**src/rtl/ffha_pkg.sv**
```systemverilog
// shared types and constants of the first-fit heap allocator
package ffha_pkg;

    localparam int ADDR_BITS = 16;

    localparam logic [ADDR_BITS-1:0] HEAP_BEGIN_RST = 16'h8000;
    localparam logic [ADDR_BITS-1:0] HEAP_END_RST   = 16'hC000;

    localparam logic [1:0] ACT_ALLOC = 2'd0;
    localparam logic [1:0] ACT_FREE  = 2'd1;
    localparam logic [1:0] ACT_INIT  = 2'd2;

    localparam logic [1:0] STAT_OK      = 2'd0;
    localparam logic [1:0] STAT_OOM     = 2'd1;
    localparam logic [1:0] STAT_UNKNOWN = 2'd2;

    localparam logic [3:0] OP_HOLD         = 4'd0;
    localparam logic [3:0] OP_INIT         = 4'd1;
    localparam logic [3:0] OP_START        = 4'd2;
    localparam logic [3:0] OP_STEP         = 4'd3;
    localparam logic [3:0] OP_SPLIT        = 4'd4;
    localparam logic [3:0] OP_SET_CUR      = 4'd5;
    localparam logic [3:0] OP_SET_CUR_SHL  = 4'd6;
    localparam logic [3:0] OP_SET_PREV_SHL = 4'd7;
    localparam logic [3:0] OP_SHL_GE       = 4'd8;

    typedef struct packed {
        logic [1:0]           action;
        logic [ADDR_BITS-1:0] request_size;
        logic [ADDR_BITS-1:0] block_address;
    } in_item_t;

    typedef struct packed {
        logic [ADDR_BITS-1:0] result_address;
        logic [1:0]           status;
    } out_item_t;

    typedef struct packed {
        logic                 valid;
        logic                 free;
        logic [ADDR_BITS-1:0] start;
        logic [ADDR_BITS-1:0] size;
    } entry_t;

    typedef struct packed {
        logic [3:0] op;
        entry_t     wr_a;
        entry_t     wr_b;
    } cell_cmd_t;

    typedef struct packed {
        logic   hit;
        entry_t prev;
        entry_t cur;
        entry_t next;
    } cell_rep_t;

endpackage

```
**src/rtl/ffha_cell.sv**
```systemverilog
// one table entry of the allocator chain with its scan token
module ffha_cell
    import ffha_pkg::*;
#(
    parameter bit IS_HEAD = 1'b0
) (
    input  logic      aclk,
    input  logic      aresetn,
    input  cell_cmd_t cmd,
    input  entry_t    left_ent,
    input  logic      left_tok,
    input  entry_t    right_ent,
    input  logic      right_tok,
    output entry_t    ent,
    output logic      tok,
    output cell_rep_t rep
);

    entry_t ent_reg, ent_next;
    logic   tok_reg, tok_next;
    logic   seen_reg, seen_next;

    always_comb begin
        ent_next  = ent_reg;
        tok_next  = tok_reg;
        seen_next = seen_reg;
        unique case (cmd.op)
            OP_INIT: begin
                ent_next       = cmd.wr_a;
                ent_next.valid = IS_HEAD;
            end
            OP_START: begin
                tok_next  = IS_HEAD;
                seen_next = 1'b0;
            end
            OP_STEP: begin
                tok_next  = left_tok;
                seen_next = seen_reg | tok_reg;
            end
            OP_SPLIT: begin
                if (tok_reg) begin
                    ent_next = cmd.wr_a;
                end else if (left_tok) begin
                    ent_next = cmd.wr_b;
                end else if (!seen_reg) begin
                    ent_next = left_ent;
                end
            end
            OP_SET_CUR: begin
                if (tok_reg) begin
                    ent_next = cmd.wr_a;
                end
            end
            OP_SET_CUR_SHL: begin
                if (tok_reg) begin
                    ent_next = cmd.wr_a;
                end else if (!seen_reg) begin
                    ent_next = right_ent;
                end
            end
            OP_SET_PREV_SHL: begin
                if (right_tok) begin
                    ent_next = cmd.wr_a;
                end else if (tok_reg || !seen_reg) begin
                    ent_next = right_ent;
                end
            end
            OP_SHL_GE: begin
                if (tok_reg || !seen_reg) begin
                    ent_next = right_ent;
                end
            end
            default: begin
                ent_next = ent_reg;
            end
        endcase
    end

    always_ff @(posedge aclk) begin
        if (!aresetn) begin
            ent_reg.valid <= IS_HEAD;
            ent_reg.free  <= 1'b1;
            ent_reg.start <= HEAP_BEGIN_RST;
            ent_reg.size  <= HEAP_END_RST - HEAP_BEGIN_RST;
            tok_reg       <= 1'b0;
            seen_reg      <= 1'b0;
        end else begin
            ent_reg  <= ent_next;
            tok_reg  <= tok_next;
            seen_reg <= seen_next;
        end
    end

    assign ent = ent_reg;
    assign tok = tok_reg;

    always_comb begin
        rep = '0;
        if (tok_reg) begin
            rep.hit  = ent_reg.valid;
            rep.prev = left_ent;
            rep.cur  = ent_reg;
            rep.next = right_ent;
        end
    end

endmodule

```
**config.mk**
```make
export PLATFORM = sky130hd
export DESIGN_NAME = ffha_cell
export DESIGN_NICKNAME = d
export VERILOG_FILES = /design/src/rtl/ffha_pkg.sv /design/src/rtl/ffha_cell.sv
export SDC_FILE = /design/constraint.sdc
export NUM_CORES = 1
export LEC_CHECK = 0
export BUFFER_PORTS_ARGS = -buffer_cell sky130_fd_sc_hd__buf_2
export CORE_AREA = 2 2 108 110
export DETAILED_ROUTE_END_ITERATION = 10
export DIE_AREA = 0 0 110 112
export GPL_TIMING_DRIVEN = 0
export HOLD_SLACK_MARGIN = 0.12
export PLACE_DENSITY = 0.7
export SLEW_MARGIN = 25
export SYNTH_ARGS = -nofsm -noshare
export SYNTH_HDL_FRONTEND = slang
export SYNTH_SLANG_ARGS = --single-unit
```
**constraint.sdc**
```tcl
create_clock -name aclk -period 1.8 [get_ports aclk]
set_clock_uncertainty 0.1 [all_clocks]
set_input_delay 0.27 -clock aclk [delete_from_list [all_inputs] [get_ports aclk]]
set_output_delay 0.27 -clock aclk [all_outputs]
set_load 0.05 [all_outputs]
```
==> results of run 1 <==
==> layer usage <==
| metal | part of all wire (%) | routed length [um] | up-vias |
|---|---|---|---|
| met5 | 0 | 0 | - |
| met2 | 52 | 9561 | 302 |
| met3 | 7.6 | 1398 | 36 |
| met1 | 38 | 6968 | 2455 |
| met4 | 2.4 | 439 | 0 |
| li1 | - | - | 2452 |
==> critical path: cells and delay by family, from the launching register on <==
kind,cells,cell delay (ps)
buffers and inverters,5,730
and+or+nand+nor,1,140
DFF,1,370
==> cells by family (layout without fill, tap and decap cells) <==
family,after synthesis,count (layout),share of synthesized area (%)
AOI/OAI and AO/OA,146,146,25.95
buffers and inverters,53,357,6.391
DFF,36,36,20.12
muxes,35,35,9.815
and+or+nand+nor,258,258,37.72
==> power groups by stage <==
stage	sequential [W]	combinational [W]	clock [W]
floorplan	0.00112	0.000420	0
global placement	0.000940	0.00100	0
detailed placement	0.000940	0.00101	0
CTS	0.000924	0.00109	0.000906
global route	0.000935	0.00122	0.000940
finish	0.000928	0.00115	0.000892
==> per-stage QoR <==
stage | worst slack (ps) | total power, W | cells | setup TNS (ps)
finish | -86.03 | 0.002971 | 975 | -1083
global route | -148.3 | 0.003095 | 975 | -4402
CTS | -85.31 | 0.002918 | 969 | -892.5
detailed placement | -526.3 | 0.001946 | 951 | -30720
global placement | -530.5 | 0.001940 | 951 | -30520
floorplan | -28.97 | 0.001543 | 528 | -28.97
==> layout make-up <==
cell class                 count  area, um2
multi-input combinational    439       2828
timing repair buffer         297       2166
fill                        1031       4609
tap                          143      178.9
buffer                        50      514.2
sequential                    36      724.4
inverter                       2      7.507
clock buffer                   8      146.4
==> cell usage in the layout, fill, tap and decap left out, types with 2 or more instances in the layout <==
cell type      Yosys  layout
nand3_1           36      36
dfxtp_1           36      35
and2_2             0      30
o21ai_0           32      30
clkbuf_16          0      11
mux2i_1           34      34
buf_4              4      38
clkbuf_2           1       8
buf_6              0      55
buf_8              0      26
and2_4             0      24
clkbuf_1          34       5
nor3b_4            1       2
and3_1             2       2
nand2_1          100     100
o21ai_1            4       5
a21oi_1           41      39
o2bb2ai_1         33      33
buf_2             11     181
a211oi_4           1       2
nor2_1             5       4
clkbuf_8           0       6
clkbuf_4           0      21
dlygate4sd3_1      0       2
a31oi_1           30      29
and2_1           102      48
==> final timing paths <==
| kind | start | end | cells past startpoint |
|---|---|---|---|
| min reg2reg | seen_reg$_SDFFE_PN0P_ | seen_reg$_SDFFE_PN0P_ | 2 |
| max reg2reg | tok$_SDFFE_PN0P_ | ent[15]$_SDFFE_PN0P_ | 8 |
| min | cmd[48] | ent[14]$_SDFFE_PN1P_ | 3 |
| max | tok$_SDFFE_PN0P_ | rep[102] | 6 |
==> timing repair <==
item	in CTS	in global routing
gates cloned	4	1
setup buffers	5	5
hold buffers	2	0
endpoints found under the hold margin	2	0
pin swaps	5	7
resized for setup	234	130
setup endpoints to repair	134	135
==> impl_metrics.py, run 1 <==
metrics = {
    "status": {
        "outcome": "complete, but fails checks",
        "violations": "negative setup slack",
    },
    "pwr": {
        "leakage_nw": 3.147,
        "swShare_pct": 38.04,
        "cellInternalPower_w": 0.001841,
        "share_seq_of_total_power_pct": 31.3,
        "pwr_density_cell_nw_per_um2": 452.6,
        "pwr-share-comb_pct": 38.7,
        "vdd_drop_max_mv": 0.3668,
        "clkPwrFrac_pct": 30.0,
        "switching_power_w": 0.001130,
    },
    "placement": {
        "placement.io_buffers": 280,
        "dpl.hpwl_mm": 12.95,
        "gpl.final_weighted_congestion": 0.9143,
        "dpl-instance-area_um2": 5246,
    },
    "global_route": {
        "met1_usage_pct": 32.14,
        "grt_util_met2_pct": 50.59,
        "grt.overflow.total": 0,
        "first_global_vias": 5044,
        "grt_first_pass_wirelength_mm": 26.36,
        "track_usage_pct": 27.82,
        "maximum_number_of_pins_on_one_net_before_global_route_repair": 11,
        "antenna_found_initial": 0,
        "grt-busiest-layer": "met2",
        "met3_track_utilization_from_global_routing_pct": 5.211,
    },
    "clocking": {
        "cts.sinks": 36,
        "clk_pin_slew_worst_paths_ps": 60,
        "numCtsBuffers": 5,
        "htreeDepth": 2,
        "cts_tree": "built",
        "cts.path.max_buffers": 2,
        "clock_latency_ps": 280,
        "cts_root_buffer": "clkbuf_16",
    },
    "worst_setup_path": {
        "critical_path.cell_chain": "clkbuf_16 > clkbuf_16 > clkbuf_16 > and2_4 > buf_6 > buf_8",
        "crit_fanout": 6,
        "critPathCaptureType": "output pin",
        "cp_slowest_stage_delay_ps": 370,
        "crit_path_start_kind": "flop",
        "regToRegSetupSlack_ps": -50,
        "timing.critical_path.mode_cell": "clkbuf_16",
        "critPathRequiredTime_ps": 1430,
        "timing.setup.critical_path_class": "reg2out",
        "worst_ep_arrival_time_ps": 1520,
        "cp_slowest_cell": "dfxtp_4",
    },
    "finish": {
        "layout-area-overhead-vs-synth_pct": 83.27,
        "num_antenna_cells": 0,
        "largest_register_ff_count": 34,
        "post_route_cells_drive_above_1_share_pct": 50.48,
        "final_design_utilization_pct": 58.75,
        "finish.instance_area_um2": 6565,
        "finalNetCount": 975,
    },
    "logic_synthesis": {
        "post_synth.cell_area_avg_um2": 6.784,
        "synth_cell_type_count": 36,
        "post-synth-top-area-cell": "dfxtp_1",
        "synth-main-ff-cell": "dfxtp_1",
        "synthTopCellsByArea": "dfxtp_1 (20%), and2_1 (18%), nand2_1 (10%)",
        "synth.yosys.warnings": 0,
        "synth_top_cell_area_share_pct": 20.12,
        "mappedNetlistArea_um2": 3582,
        "synth_cells": 528,
        "synth.yosys.seq_area_share_pct": 20.12,
        "synth_most_common_cell": "and2_1",
        "synth_seq_cells": 36,
        "synth.top_cells.by_count": "and2_1 (102), nand2_1 (100), a21oi_1 (41)",
        "number_of_enable_type_register_cells_in_the_synthesized_netlist": 0,
        "async_reset_ff_share_pct": 0,
        "postSynthNetCount": 672,
    },
    "sta": {
        "timing.max_slew.rel_slack_pct": 60.52,
        "worst_hold_slack_ps": 132.6,
        "setup_violations": 41,
        "layout_setup_ws_ps": -86.03,
        "timing_hold_violations_final": 0,
        "fin_crit_ps": 1886,
        "rsz0062_at_grt": "true",
        "pin_slew_with_the_least_headroom_to_its_limit_ps": 592.2,
        "fmaxAchievable_mhz": 530.2,
        "drv_slew": 0,
        "period_share_pct": 104.8,
    },
    "drt": {
        "detail-route-antenna-nets": 0,
        "drc": 0,
        "detail_route.wirelength_mm": 18.37,
        "vias_per_cell": 5.379,
        "drt_first_iter_violations": 306,
        "vias": 5245,
        "first_pass_iters": 5,
        "routedWlPerCell_um": 18.84,
    },
    "die": {
        "top_level_ports": 282,
        "design.core.area_um2": 11170,
        "fp-row-count": 39,
        "die_height_um": 112,
        "fp.dieArea_um2": 12320,
        "floorplan.initialDensity_pct": 32.06,
        "fp.dieW_um": 110,
    },
    "run": {
        "cap_viol_max_count": 0,
    },
    "hold_path": {
        "worstHoldPathType": "in2reg",
    },
}
Note: power is estimated with default switching activity, not from simulation.
==> run 2, diff against run 1 <==
ABC_AREA = 1   (was unset)
ABC_CLOCK_PERIOD_IN_PS = 1800   (was unset)
CORE_AREA = 2 2 110 112   (was 2 2 108 110)
DIE_AREA = 0 0 112 114   (was 0 0 110 112)
PLACE_DENSITY = 0.74   (was 0.7)
==> run 2 against run 1 <==
Compared with the run above: the flow now finishes without violations; clock power shrank 2.6%; clock-buffer cell count shrank 2; first-iteration DRC count increased by 60%; sequential share of layout area rose by 0.39 points; critical path depth fell by 1; worst hold slack got worse by 4.4 ps; critical endpoint is now rep[50].
==> impl_metrics.py, run 2 <==
metrics = {
    "logic_synthesis": {
        "mappedNetlistArea_um2": 4165,
        "synthTopCellsByArea": "nand2_1 (45%), dfxtp_1 (17%), inv_1 (13%)",
        "synth.top_cells.by_count": "nand2_1 (504), inv_1 (146), nand3_1 (49)",
        "synth_compound_gate_area_share_pct": 9.072,
        "async_reset_ff_share_pct": 0,
        "synth.yosys.warnings": 0,
        "postSynthNetCount": 1025,
        "synth-main-ff-cell": "dfxtp_1",
        "post-synth-top-area-cell": "nand2_1",
        "synth_most_common_cell": "nand2_1",
        "yosys-mux-area-fraction_pct": 0,
        "synth_seq_cells": 36,
        "synth_cells": 881,
        "synth_top_cell_area_share_pct": 45.42,
        "synth_top_family_by_area": "simple AND/OR/NAND/NOR gates",
        "number_of_enable_type_register_cells_in_the_synthesized_netlist": 0,
        "yosys.area_share.adder_pct": 0,
        "fraction_of_the_mapped_netlist_area_in_simple_logic_gates_pct": 54.19,
        "post_synth.cell_area_avg_um2": 4.728,
        "synth_cell_type_count": 25,
        "xor_xnor_cell_area_share_of_the_yosys_netlist_pct": 0,
        "synth.yosys.seq_area_share_pct": 17.30,
    },
    "die": {
        "fp.dieW_um": 112,
        "fp.dieArea_um2": 12770,
        "fp-row-count": 40,
        "floorplan.initialDensity_pct": 35.57,
        "design.core.area_um2": 11710,
        "die_height_um": 114,
        "top_level_ports": 282,
    },
    "global_route": {
        "first_global_vias": 5516,
        "grt.overflow.total": 0,
        "track_usage_pct": 28.91,
        "antenna_found_initial": 2,
        "maximum_number_of_pins_on_one_net_before_global_route_repair": 11,
        "grt_first_pass_wirelength_mm": 29.01,
    },
    "status": {
        "outcome": "complete, no violations",
    },
    "hold_path": {
        "min_to": "seen_reg$_SDFFE_PN0P_",
        "hold_depth": 3,
        "worstHoldPathType": "in2reg",
        "hold_path_startpoint": "aresetn",
    },
    "drt": {
        "detail-route-antenna-nets": 0,
        "first_pass_iters": 7,
        "detail_route.wirelength_mm": 19.36,
        "drt_first_iter_violations": 489,
        "drc": 0,
        "routedWlPerCell_um": 14.63,
        "vias_per_cell": 4.769,
        "vias": 6309,
    },
    "clocking": {
        "numCtsBuffers": 5,
        "cts_root_buffer": "clkbuf_16",
        "htreeDepth": 2,
        "cts_tree": "built",
        "cts_hold_buf": 0,
        "clk_pin_slew_worst_paths_ps": 60,
        "cts.sinks": 36,
        "cts.path.max_buffers": 2,
        "clock_latency_ps": 280,
    },
    "sta": {
        "period_share_pct": 98.18,
        "pin_slew_with_the_least_headroom_to_its_limit_ps": 728.8,
        "layout_setup_ws_ps": 32.72,
        "timing.max_slew.rel_slack_pct": 51.42,
        "timing_hold_violations_final": 0,
        "rsz0062_at_grt": "true",
        "setup_violations": 0,
        "fin_crit_ps": 1767,
        "fmaxAchievable_mhz": 565.8,
        "drv_slew": 0,
    },
    "worst_setup_path": {
        "regToRegSetupSlack_ps": 70,
        "regToRegEndpoint": "ent[9]$_SDFFE_PN0P_",
        "critical_path.reg2reg.startpoint": "tok$_SDFFE_PN0P_",
        "crit_fanout": 8,
        "critPathCaptureType": "output pin",
        "r2r.worst_path.cells": 9,
        "crit_path_start_kind": "flop",
        "worst_ep_arrival_time_ps": 1400,
        "timing.setup.critical_path_class": "reg2out",
        "critPathRequiredTime_ps": 1430,
    },
    "finish": {
        "layout_commonest_cell": "nand2_1",
        "post_route_cells_drive_above_1_share_pct": 30.07,
        "highest_count_cells_in_the_layout_ignoring_fill_and_taps": "nand2_1 (503), buf_2 (225), inv_1 (145)",
        "layout-area-overhead-vs-synth_pct": 52.54,
        "finalNetCount": 1318,
        "largest_register_ff_count": 34,
    },
    "pwr": {
        "total_power_of_the_final_layout_w": 0.003126,
        "swShare_pct": 42.49,
        "pwr_density_cell_nw_per_um2": 492.0,
        "leakage_nw": 4.457,
        "share_seq_of_total_power_pct": 30.0,
        "clkPwrFrac_pct": 27.8,
        "switching_power_w": 0.001328,
        "cellInternalPower_w": 0.001798,
        "pwr-share-comb_pct": 42.2,
        "vdd_drop_max_mv": 0.3040,
    },
    "placement": {
        "place_ws_ps": -347.2,
        "dpl.hpwl_mm": 14.46,
        "gpl.final_weighted_congestion": 0.8962,
        "placement.io_buffers": 280,
    },
    "run": {
        "cap_viol_max_count": 0,
    },
}
==> run 2: routing by layer <==
layer  track usage, %  share of wire [%]  up-vias  wire length (um)
met5                0                  0        -                 0
met4            5.610               0.87        0               168
met3            4.145                8.6       11              1662
met2            54.26                 51      319              9803
met1            35.35                 40     2796              7725
li1                 -                  -     3183                 -
==> run 2: worst max path at each step <==
stage | from | endpoint | slack (ps)
5_1_grt | tok$_SDFFE_PN0P_ | ent[2]$_SDFFE_PN0P_ | -60
2_1_floorplan | tok$_SDFFE_PN0P_ | rep[102] | 6
6_report | tok$_SDFFE_PN0P_ | rep[50] | 30
4_1_cts | tok$_SDFFE_PN0P_ | rep[102] | -7
3_5_place_dp | tok$_SDFFE_PN0P_ | rep[94] | -350
3_3_place_gp | tok$_SDFFE_PN0P_ | rep[94] | -360
==> run 2: kinds of logic after synthesis <==
family                 Yosys count
AND/OR/NAND/NOR                573
buffers and inverters          201
AO/OA/AOI/OAI                   71
flip-flops                      36
==> run 2: cell type report <==
class	instances	area, um2
Antenna cell	2	5.005
Tap cell	147	183.9
Timing Repair Buffer	288	1688
Multi-Input combinational cell	644	2648
Clock buffer	6	128.9
Clock inverter	1	5.005
Buffer	49	396.6
Fill cell	1282	5358
Sequential cell	36	725.7
Inverter	150	573.1
==> run 2: stage by stage <==
step	utilization (%)	instances	TNS (ps)	hold slack (ps)	instance area, um2
2_1_floorplan	-	881	0	302.2	4203
3_3_place_gp	49.42	1308	-18340	417.6	5788
3_5_place_dp	49.42	1308	-18060	419.7	5788
4_1_cts	53.08	1319	-14.34	131.7	6216
5_1_grt	54.23	1322	-634.4	141.0	6351
6_report	54.25	1323	0	128.2	6354
==> run 2: repair_timing <==
item                       4_1_cts  5_1_grt
setup endpoints to repair      131       58
cloned                           1        1
pin swaps                        0        2
setup buffers                    4        2
resized for setup               93       59
==> run 2: worst max-delay path: stages (launching register included) <==
cell and delay [ps]:
dfxtp_4 420, clkbuf_16 190, buf_6 140, nand2_1 50
inv_1 50, buf_2 250
==> run 2: power groups by stage <==
stage	registers (W)	clock network, W	logic (W)
4_1_cts	0.000938	0.000882	0.00129
2_1_floorplan	0.00120	0	0.000563
3_5_place_dp	0.000953	0	0.00126
6_report	0.000939	0.000869	0.00132
5_1_grt	0.000948	0.000908	0.00144
3_3_place_gp	0.000952	0	0.00126
